--- config.mk ---
export PLATFORM = sky130hd
export DESIGN_NAME = shuffled_lcg_uniform_generator_core
export DESIGN_NICKNAME = d
export VERILOG_FILES = /design/src/hdl/slug_pkg.sv /design/src/hdl/slug_dp.sv /design/src/hdl/slug_ctrl.sv /design/src/hdl/shuffled_lcg_uniform_generator_core.sv
export SDC_FILE = /design/constraint.sdc
export NUM_CORES = 2
export LEC_CHECK = 0
export BUFFER_PORTS_ARGS = -buffer_cell sky130_fd_sc_hd__buf_2
export CAP_MARGIN = 30
export CELL_PAD_IN_SITES_DETAIL_PLACEMENT = 1
export CELL_PAD_IN_SITES_GLOBAL_PLACEMENT = 1
export CORE_UTILIZATION = 49
export CTS_BUF_LIST = sky130_fd_sc_hd__clkbuf_4
export DETAILED_ROUTE_END_ITERATION = 10
export GPL_ROUTABILITY_DRIVEN = 0
export PLACE_DENSITY_LB_ADDON = 0.15
export SLEW_MARGIN = 0
export SYNTH_ARGS = -nofsm -noshare
export SYNTH_HDL_FRONTEND = slang
export SYNTH_HIERARCHICAL = 1
export SYNTH_SLANG_ARGS = --single-unit
export TNS_END_PERCENT = 30
--- constraint.sdc ---
create_clock -name clk -period 5.85 [get_ports clk]
set_input_delay 0.8775 -clock clk [delete_from_list [all_inputs] [get_ports clk]]
set_output_delay 0.8775 -clock clk [all_outputs]
set_load 0.03 [all_outputs]
--- src/hdl/slug_pkg.sv ---
package slug_pkg;

  // Park-Miller minimal standard generator constants
  localparam logic [14:0] LCG_MUL = 15'd16807;
  localparam logic [30:0] LCG_MOD = 31'h7FFF_FFFF;
  localparam int unsigned WARMUP  = 8;
  localparam logic [31:0] SEED_RESET = 32'd444;

  typedef struct packed {
    logic load_seed;   // gen word <- seed magnitude (or 1)
    logic lcg_mul;     // product <- gen word * multiplier
    logic lcg_red;     // gen word <- product mod modulus
    logic init_wr;     // table[init_idx] <- reduced value
    logic init_last;   // last_out <- reduced value
    logic slot_mul;    // slot estimate product from last_out
    logic slot_bound;  // estimate + 1 and its bound
    logic slot_read;   // corrected slot, table read issued
    logic commit;      // table write-back, last_out and result update
  } cmd_t;

  typedef struct packed {
    logic last_zero;   // table never initialized
  } sts_t;

endpackage

--- src/hdl/slug_dp.sv ---
module slug_dp #(
  parameter int TABLE_SIZE = 32,
  parameter int IDX_W      = 5
) (
  input  logic                clk,
  input  logic                rst_n,
  input  logic                cfg_we,
  input  logic signed [31:0]  cfg_seed,
  input  slug_pkg::cmd_t      cmd,
  input  logic [IDX_W-1:0]    init_idx,
  output slug_pkg::sts_t      sts,
  output logic [30:0]         out_draw
);
  import slug_pkg::*;

  localparam int QW = IDX_W + 1;
  localparam longint SLOT_DIV_L = (longint'(2147483646) / TABLE_SIZE) + 1;
  localparam longint RECIP_L    = (longint'(1) << 31) / SLOT_DIV_L;
  localparam logic [30:0]   SLOT_DIV = 31'(SLOT_DIV_L);
  localparam logic [QW-1:0] RECIP    = QW'(RECIP_L);
  localparam logic [QW-1:0] TS_Q     = QW'(TABLE_SIZE);
  localparam logic [QW-1:0] TS_LAST  = QW'(TABLE_SIZE - 1);

  logic signed [31:0] seed_r;
  logic [30:0]        gen_word_r, gen_word_nxt;
  logic [30:0]        last_out_r, last_out_nxt;
  logic [45:0]        prod_r;
  logic [30+QW:0]     slot_prod_r;
  logic [QW-1:0]      qe_r, qe1_r;
  logic [32:0]        bound_r;
  logic [IDX_W-1:0]   slot_r;
  logic [30:0]        rd_r;
  logic [30:0]        draw_r;
  logic [30:0]        mem [TABLE_SIZE];

  logic [31:0]        neg_seed;
  logic [31:0]        neg_red;
  logic [30:0]        seed_x;
  logic [31:0]        fold;
  logic [30:0]        red;
  logic [QW-1:0]      qe, qe1, sel;
  logic [IDX_W-1:0]   slot;
  logic               mem_we;
  logic [IDX_W-1:0]   mem_waddr;
  logic [30:0]        mem_wdata;

  // magnitude of a negative seed, reduced once by the modulus; a non-negative seed or zero gives one
  always_comb begin
    neg_seed = 32'd0 - $unsigned(seed_r);
    neg_red  = (neg_seed >= 32'(LCG_MOD)) ? (neg_seed - 32'(LCG_MOD)) : neg_seed;
    if (!seed_r[31] || (neg_red == 32'd0)) begin
      seed_x = 31'd1;
    end else begin
      seed_x = neg_red[30:0];
    end
  end

  // 2^31 == 1 (mod 2^31-1): fold high part onto low part, one correction
  always_comb begin
    fold = 32'(prod_r[45:31]) + 32'(prod_r[30:0]);
    red  = (fold >= 32'(LCG_MOD)) ? 31'(fold - 32'(LCG_MOD)) : fold[30:0];
  end

  // slot = last_out / SLOT_DIV via reciprocal estimate plus one correction, clamped to the last slot
  always_comb begin
    qe  = slot_prod_r[31 +: QW];
    qe1 = qe + QW'(1);
    sel = ({2'b00, last_out_r} >= bound_r) ? qe1_r : qe_r;
    if (sel >= TS_Q) begin
      slot = TS_LAST[IDX_W-1:0];
    end else begin
      slot = sel[IDX_W-1:0];
    end
  end

  always_comb begin
    gen_word_nxt = gen_word_r;
    if (cmd.load_seed) begin
      gen_word_nxt = seed_x;
    end else if (cmd.lcg_red) begin
      gen_word_nxt = red;
    end
  end

  always_comb begin
    last_out_nxt = last_out_r;
    if (cmd.init_last) begin
      last_out_nxt = red;
    end else if (cmd.commit) begin
      last_out_nxt = rd_r;
    end
  end

  always_comb begin
    mem_we    = cmd.init_wr || cmd.commit;
    mem_waddr = cmd.commit ? slot_r : init_idx;
    mem_wdata = cmd.commit ? gen_word_r : red;
  end

  always_ff @(posedge clk) begin
    if (!rst_n) begin
      seed_r     <= signed'(SEED_RESET);
      gen_word_r <= '0;
      last_out_r <= '0;
    end else begin
      if (cfg_we) begin
        seed_r <= cfg_seed;
      end
      gen_word_r <= gen_word_nxt;
      last_out_r <= last_out_nxt;
    end
  end

  always_ff @(posedge clk) begin
    if (cmd.lcg_mul) begin
      prod_r <= 46'(gen_word_r) * 46'(LCG_MUL);
    end
    if (cmd.slot_mul) begin
      slot_prod_r <= (31 + QW)'(last_out_r) * (31 + QW)'(RECIP);
    end
    if (cmd.slot_bound) begin
      qe_r    <= qe;
      qe1_r   <= qe1;
      bound_r <= 33'(qe1) * 33'(SLOT_DIV);
    end
    if (cmd.slot_read) begin
      slot_r <= slot;
    end
    if (cmd.commit) begin
      draw_r <= rd_r;
    end
  end

  always_ff @(posedge clk) begin
    if (mem_we) begin
      mem[mem_waddr] <= mem_wdata;
    end
    if (cmd.slot_read) begin
      rd_r <= mem[slot];
    end
  end

  assign sts.last_zero = (last_out_r == 31'd0);
  assign out_draw      = draw_r;

endmodule

--- src/hdl/slug_ctrl.sv ---
module slug_ctrl #(
  parameter int TABLE_SIZE = 32,
  parameter int IDX_W      = 5
) (
  input  logic               clk,
  input  logic               rst_n,
  input  logic               in_valid,
  input  logic               in_restart,
  output logic               in_stall,
  output logic               out_valid,
  input  logic               out_stall,
  input  slug_pkg::sts_t     sts,
  output slug_pkg::cmd_t     cmd,
  output logic [IDX_W-1:0]   init_idx
);
  import slug_pkg::*;

  localparam int CNT_W = $clog2(TABLE_SIZE + WARMUP);
  localparam logic [CNT_W-1:0] CNT_START = CNT_W'(TABLE_SIZE + WARMUP - 1);
  localparam logic [CNT_W-1:0] CNT_TS    = CNT_W'(TABLE_SIZE);

  localparam logic [2:0] S_IDLE     = 3'd0;
  localparam logic [2:0] S_SEED     = 3'd1;
  localparam logic [2:0] S_INIT_MUL = 3'd2;
  localparam logic [2:0] S_INIT_RED = 3'd3;
  localparam logic [2:0] S_DRAW_A   = 3'd4;
  localparam logic [2:0] S_DRAW_B   = 3'd5;
  localparam logic [2:0] S_DRAW_C   = 3'd6;
  localparam logic [2:0] S_DRAW_D   = 3'd7;

  logic [2:0]       state_r, state_nxt;
  logic [CNT_W-1:0] cnt_r, cnt_nxt;
  logic             out_valid_r, out_valid_nxt;
  logic             take;

  assign take = out_valid_r && !out_stall;

  always_comb begin
    state_nxt     = state_r;
    cnt_nxt       = cnt_r;
    out_valid_nxt = take ? 1'b0 : out_valid_r;
    cmd           = '0;
    unique case (state_r)
      S_IDLE: begin
        if (in_valid) begin
          state_nxt = (in_restart || sts.last_zero) ? S_SEED : S_DRAW_A;
        end
      end
      S_SEED: begin
        cmd.load_seed = 1'b1;
        cnt_nxt       = CNT_START;
        state_nxt     = S_INIT_MUL;
      end
      S_INIT_MUL: begin
        cmd.lcg_mul = 1'b1;
        state_nxt   = S_INIT_RED;
      end
      S_INIT_RED: begin
        cmd.lcg_red = 1'b1;
        cmd.init_wr = (cnt_r < CNT_TS);
        if (cnt_r == '0) begin
          cmd.init_last = 1'b1;
          state_nxt     = S_DRAW_A;
        end else begin
          cnt_nxt   = cnt_r - CNT_W'(1);
          state_nxt = S_INIT_MUL;
        end
      end
      S_DRAW_A: begin
        cmd.lcg_mul  = 1'b1;
        cmd.slot_mul = 1'b1;
        state_nxt    = S_DRAW_B;
      end
      S_DRAW_B: begin
        cmd.lcg_red    = 1'b1;
        cmd.slot_bound = 1'b1;
        state_nxt      = S_DRAW_C;
      end
      S_DRAW_C: begin
        cmd.slot_read = 1'b1;
        state_nxt     = S_DRAW_D;
      end
      S_DRAW_D: begin
        // hold until the result register is free or being drained
        if (!out_valid_r || !out_stall) begin
          cmd.commit    = 1'b1;
          out_valid_nxt = 1'b1;
          state_nxt     = S_IDLE;
        end
      end
      default: begin
        state_nxt = S_IDLE;
      end
    endcase
  end

  always_ff @(posedge clk) begin
    if (!rst_n) begin
      state_r     <= S_IDLE;
      cnt_r       <= '0;
      out_valid_r <= 1'b0;
    end else begin
      state_r     <= state_nxt;
      cnt_r       <= cnt_nxt;
      out_valid_r <= out_valid_nxt;
    end
  end

  assign in_stall  = (state_r != S_IDLE);
  assign out_valid = out_valid_r;
  assign init_idx  = cnt_r[IDX_W-1:0];

endmodule

--- src/hdl/shuffled_lcg_uniform_generator_core.sv ---
// Channel   Handshake             Payload
// in        in_valid / in_stall   in_restart
// out       out_valid / out_stall out_draw
// cfg       cfg_valid / cfg_ready cfg_seed
//
// A draw steps from the accept state through the generator step (multiply, fold mod
// 2^31-1) beside the reciprocal slot divide, the slot correction and registered table
// read, and the write-back. Initialization loads the seed, runs WARMUP generator steps,
// then one per table entry, the last also setting last_out. Reset clears control, gen
// word and last_out and loads seed 444; the first request then fills the table.
// A stalled result holds back the next draw's write-back, not the next input transfer.
module shuffled_lcg_uniform_generator_core #(
  parameter int TABLE_SIZE = 32
) (
  input  logic               clk,
  input  logic               rst_n,
  input  logic               in_valid,
  output logic               in_stall,
  input  logic               in_restart,
  output logic               out_valid,
  input  logic               out_stall,
  output logic [30:0]        out_draw,
  input  logic               cfg_valid,
  output logic               cfg_ready,
  input  logic signed [31:0] cfg_seed
);
  import slug_pkg::*;

  localparam int IDX_W = $clog2(TABLE_SIZE);

  cmd_t             cmd;
  sts_t             sts;
  logic [IDX_W-1:0] init_idx;
  logic             cfg_we;

  assign cfg_ready = 1'b1;
  assign cfg_we    = cfg_valid && cfg_ready;

  slug_ctrl #(
    .TABLE_SIZE (TABLE_SIZE),
    .IDX_W      (IDX_W)
  ) u_ctrl (
    .clk        (clk),
    .rst_n      (rst_n),
    .in_valid   (in_valid),
    .in_restart (in_restart),
    .in_stall   (in_stall),
    .out_valid  (out_valid),
    .out_stall  (out_stall),
    .sts        (sts),
    .cmd        (cmd),
    .init_idx   (init_idx)
  );

  slug_dp #(
    .TABLE_SIZE (TABLE_SIZE),
    .IDX_W      (IDX_W)
  ) u_dp (
    .clk        (clk),
    .rst_n      (rst_n),
    .cfg_we     (cfg_we),
    .cfg_seed   (cfg_seed),
    .cmd        (cmd),
    .init_idx   (init_idx),
    .sts        (sts),
    .out_draw   (out_draw)
  );

endmodule
== Word level (Yosys, flattened, before mapping) ==
Memories as Yosys holds them, arrays and structs flattened. A register that Yosys moved wholly into a read port is not among the register bits.
Index checks and enable logic that the tools add are counted.
Widths: inputs -> output; s select.
Storage, ports and cells
  register bits after elaboration: 228
  RAM bits: 992
  bits of input ports: 38
  logic and storage cells: 88
  memories kept: 1
Cells by class
  $add $sub $neg: 6
  multiply operators: 1
  order comparisons: 5
  equal/unequal tests: 10
  muxes and demuxes: 33
  reductions and logical operators: 20
Memory list
  u_dp.mem: words 32, width 31, rd ports 1, clocked after Yosys merged registers in 1, wr ports 1, RTL line slug_dp.sv:34  | logic [30:0] mem [TABLE_SIZE];
Operator list (number)
  $mux 31: 7
  $ge 32x31->1 const B: 2
  $mul 31x15->46 const B: 1
  $add 15x31->32: 1
  $ge 31x32->1: 1
  $logic_not 32->1: 1
  $mux 32: 1
  $sub 1x32->32 const A: 1
  $sub 32x31->32 const B: 1
  $logic_not 31->1: 1
  $sub 31x31->31 const B: 1
  $pmux 3 s8: 1
  $mux 1: 14
  $eq 3x3->1 const B: 4
  $mux 3: 4
  $mux 6: 2
  $pmux 6 s2: 1
  $mux 5: 2
  $add 5x1->6 const B: 1
  $eq 3x2->1 const B: 2
  $ge 6x6->1 const B: 1
  $logic_not 6->1: 1
  $lt 6x6->1 const B: 1
  $reduce_bool 2->1: 3
  other kinds (12): 20

== Depth between registers and ports, before layout ==
  depth in word-level cells: 7
  depth in mapped cells: 25
  mapped depth without buffers: 25

== Hierarchy ==
Netlist, hierarchy kept.
By module, submodules not included
  slug_dp: times used 1, cells each 4872, area each 57949.3 um^2, seq. area each 35544.1 um^2
  slug_ctrl: times used 1, cells each 89, area each 696.9 um^2, seq. area each 200.2 um^2
  shuffled_lcg_uniform_generator_core: times used 1, cells each 2, area each 11.3 um^2, seq. area each 0.0 um^2

== Worst setup path after synthesis ==
OpenSTA, ideal clock, no wires.
  kind: register to register
  start: reg u_dp.gen_word_r[19]
  end: reg u_dp.prod_r[44] (data pin)
  setup time: 0.262 ns
  data arrival time: 5.768 ns
  data required time: 5.588 ns
  path slack: -0.180 ns
  stages on the path, launching flop included: 26
  buffers on the path: 0
  clock period less this slack: 6.030 ns
  path through: dfxtp_1 > inv_1 > fa_1 > inv_1 > ha_1 > inv_1 > fa_1 > inv_1 > fa_1 > fa_1 > inv_1 > fa_1 > inv_1 > ha_1 > a21o_1 > a21oi_1 > o21bai_1 > a21o_1 > a21o_1 > a221oi_1 > o41ai_1 > a31o_2 > a21boi_0 > nor3_1 > o21ai_0 > xnor2_1
On the way
  cells in the longest elaborated chain, start to end: 1
Ends and longest elaborated chain
  start: declaration: RTL line slug_dp.sv:25  | logic [30:0] gen_word_r, gen_word_nxt;
  start signal: assignment: RTL line slug_dp.sv:109  | gen_word_r <= gen_word_nxt;
  $mul 31x15->46: RTL line slug_dp.sv:116  | prod_r <= 46'(gen_word_r) * 46'(LCG_MUL);
  end signal: assignment: RTL line slug_dp.sv:116
  end: declaration: RTL line slug_dp.sv:27  | logic [45:0] prod_r;
No other way between the ends.
A chain may end at the register's enable or synchronous reset.

== Final worst setup path ==
  start: reg u_dp.gen_word_r[29]
  end: reg u_dp.prod_r[42] (data pin)
Same word-level chain as after synthesis.

==> summary.txt <==
outcome = finished, violations left
violated checks = setup timing
Overall Power = 35500 uW
setup TNS = -0.511 ns
Detail Route Antenna Nets = 0
drc violations = 0
final hold vios = 0
Initial Utilization = 49.5%
initial antenna violation count = 7
worst-skew pair later-pin latency = 1.27 ns
port buffer count = 70
DRT Wirelength = 194 mm
fraction of registers with async set/reset = 0%
Syn-to-layout area delta = 15.1%
Netlist cell types = 103
max cap viols = 0
RSZ-0062 raised after global routing = yes
first-pass GRT wire length = 283 mm
Clock Skew = 0.135 ns
Place WS = -0.389 ns
fraction of layout cells with a size suffix above 1 = 18.7%
via/cell ratio = 5.95
number of buffers and inverters on the critical path = 4
final period utilization = 103%
crit path kind = reg -> reg
CTS tree = built
global route overflow = 0
Die Y = 348 um
Worst Hold Class = in -> reg
largest stage delay on the critical path = 0.61 ns
worst setup margin = -0.166 ns
largest net degree at the start of global routing = 183
hpwl dp = 123 mm
Clk pwr share = 20.8%
Int Pwr = 21400 uW
CP max FO = 4
switching share of total power = 39.7%
DIE WIDTH = 348 um
Final min period = 6.02 ns
Clock Tree Buf Depth = 4
post-synthesis sequential area ratio = 60.9%
cells after synthesis = 4963
mapped cell area = 58700 sq um
Worst path slowest cell = a2111oi_0
YS warnings = 6
# IOs = 72
Placeable Area = 118000 sq um
CTS Buf Count = 335
CTS Sinks = 1225
EDFF count, synth = 1121
startpoint types = register
crit-path cells = inv_1 > fa_1 > inv_1 > ha_1 > inv_1 > fa_1 > inv_1 > fa_1 > fa_1 > fa_1 > ha_1 > a21o_1 > a21o_1 > a21o_1 > a21o_1 > a2111oi_0 > a21boi_4 > o31ai_1 > a21oi_1 > xnor2_1
Final setup viols = 8
Most Frequent Cell on Critical Path = fa_1
switching power = 14100 uW
Worst VDD drop = 0.364 mV
Critical Path AT = 6.91 ns
wire per inst = 26.8 um
Mapped Nets = 5347
WHS = 0.199 ns
DR vias = 43100
most frequent cells in the layout = 1121 x edfxtp_1, 1051 x nand2_1, 481 x clkbuf_4
drt initial violations = 3511
WP data required = 6.75 ns
router iterations before antenna repair = 6
commonest non-fill, non-tap cell in the layout = edfxtp_1
LEAKAGE = 0.0259 uW
# placed instances = 6617
Die ar. = 121000 sq um
Yosys reg bits = 1225
Setup crit end kind = register
Slew HR = 29.5%
Row Count = 126
vias in the first global route = 44600
pwr/cell area = 526 nW/um^2
fin cells = 7239
Final Max Slew Viols = 0
nets@finish = 5785
Peak Freq = 166 MHz
root buffer cell = clkbuf_4
Tightest Pin Transition = 1.05 ns
Post-synth top flop = edfxtp_1
GR Util All Layers = 31.8%
syn_area_per_cell = 11.8 sq um
Worst-path clk slew = 0.06 ns
H-tree depth = 5
Reg power frac = 37.8%
CP delay by family, top = adder cells
Comb power frac = 41.4%
==> final timing paths <==
| check | start | end | slack [ns] | depth (start not counted) |
|---|---|---|---|---|
| hold reg to reg | u_dp/rd_r[10]$_DFFE_PP_ | u_dp/out_draw[10]$_DFFE_PP_ | 0.47 | 0 |
| setup reg to reg | u_dp/gen_word_r[29]$_SDFFE_PN0P_ | u_dp/prod_r[42]$_DFFE_PP_ | -0.17 | 20 |
| hold / removal | in_restart | u_ctrl/state_r[2]$_SDFFE_PN0P_ | 0.20 | 4 |
| setup / recovery | u_dp/gen_word_r[29]$_SDFFE_PN0P_ | u_dp/prod_r[42]$_DFFE_PP_ | -0.17 | 20 |
==> final cells by class <==
type,count,area [sq um]
flip-flops and latches,1225,35800
inverters,340,1290
clock buffers,481,3610
multi-input cells,3140,21500
diodes,10,25.0
fillers,12200,50900
clock inverters,84,362
well taps,1600,2000
repair buffers,359,2990
==> power by group through the flow <==
stage                     clock network [uW]  logic [uW]  registers [uW]
final                                   7380       14700           13400
after global routing                    7930       15900           13500
after CTS                               7540       14400           13400
after detailed placement                   0       14100           13600
after global placement                     0       13700           13600
after floorplan                            0        7930           13600
==> worst register-to-register path, delay by kind of cell (launching register included) <==
family | cells | cell delay, ns
adders and majority gates | 7 | 2.92
AOI/OAI and AO/OA | 8 | 2.07
DFF | 1 | 0.35
buffers and inverters | 4 | 0.28
xor gates and xnor gates | 1 | 0.09
==> synth_stat cells, drive strengths merged (14+ instances only) <==
cell type	instances	area share, %
mux2	19	0.36
or2	14	0.15
nor4	25	0.38
o21ai	103	0.89
nand4	148	1.6
mux2i	87	1.5
nand3	372	3.2
nand2b	15	0.16
a21oi	78	0.67
fa	134	4.6
a32oi	36	0.54
ha	212	4.5
nor2b	27	0.29
and3	14	0.15
nor2	167	1.1
o22ai	17	0.18
buf	39	0.39
o21a	14	0.18
xor2	41	0.61
inv	340	2.2
nand2	1055	6.8
clkbuf	219	1.4
a211oi	55	0.72
a21o	42	0.54
nor3	39	0.37
edfxtp	1121	57
or3	17	0.18
a31oi	150	1.6
dfxtp	104	3.5
xnor2	79	1.2
==> cell families (layout without fill, tap and decap cells) <==
kind of cell    count (synthesis)  in the layout  share of synthesized area (%)
mux                           106            106                           1.85
compound gates                610            610                           7.08
simple gates                 1956           1956                           15.2
flops                        1225           1225                           60.9
other cells                     1             11                        0.00639
buf+inv                       598           1264                           3.97
xor+xnor                      120            120                           1.80
fa+ha+maj                     347            347                           9.11
==> what timing repair did <==
action	in CTS	in global routing
hold buffers	34	0
gates resized for setup	38	48
pin swaps	39	37
setup buffers	4	7
endpoints found under the setup margin	18	19
hold endpoints to repair	35	0
==> layer usage <==
metal	vias up	GRT usage [%]	share of wire, %
met4	4	14.7	4.1
met2	1704	53.0	49
met3	435	5.28	6.9
met5	-	0	0.012
met1	21900	40.7	40
li1	19000	-	-
==> per-stage QoR <==
| stage | util, % | cell area (sq um) |
|---|---|---|
| floorplan | - | 58700 |
| global placement | 52.9 | 62600 |
| detailed placement | 53.0 | 62700 |
| CTS | 56.8 | 67200 |
| global route | 57.0 | 67500 |
| finish | 57.0 | 67500 |
==> state kept, by name, indices dropped and copies added, names as in the netlist <==
register / cells
u_dp/slot_r: 5
u_dp/out_draw: 31
u_dp/gen_word_r: 31
u_dp/prod_r: 46
u_dp/rd_r: 31
u_ctrl/cnt_r: 6
u_ctrl/out_valid: 1
u_dp/slot_prod_r: 5
u_dp/qe_r: 5
u_dp/qe1_r: 6
u_dp/last_out_r: 31
u_dp/mem: 992
u_ctrl/state_r: 3
u_dp/seed_r: 32
Note: power is estimated with default switching activity, not from simulation.
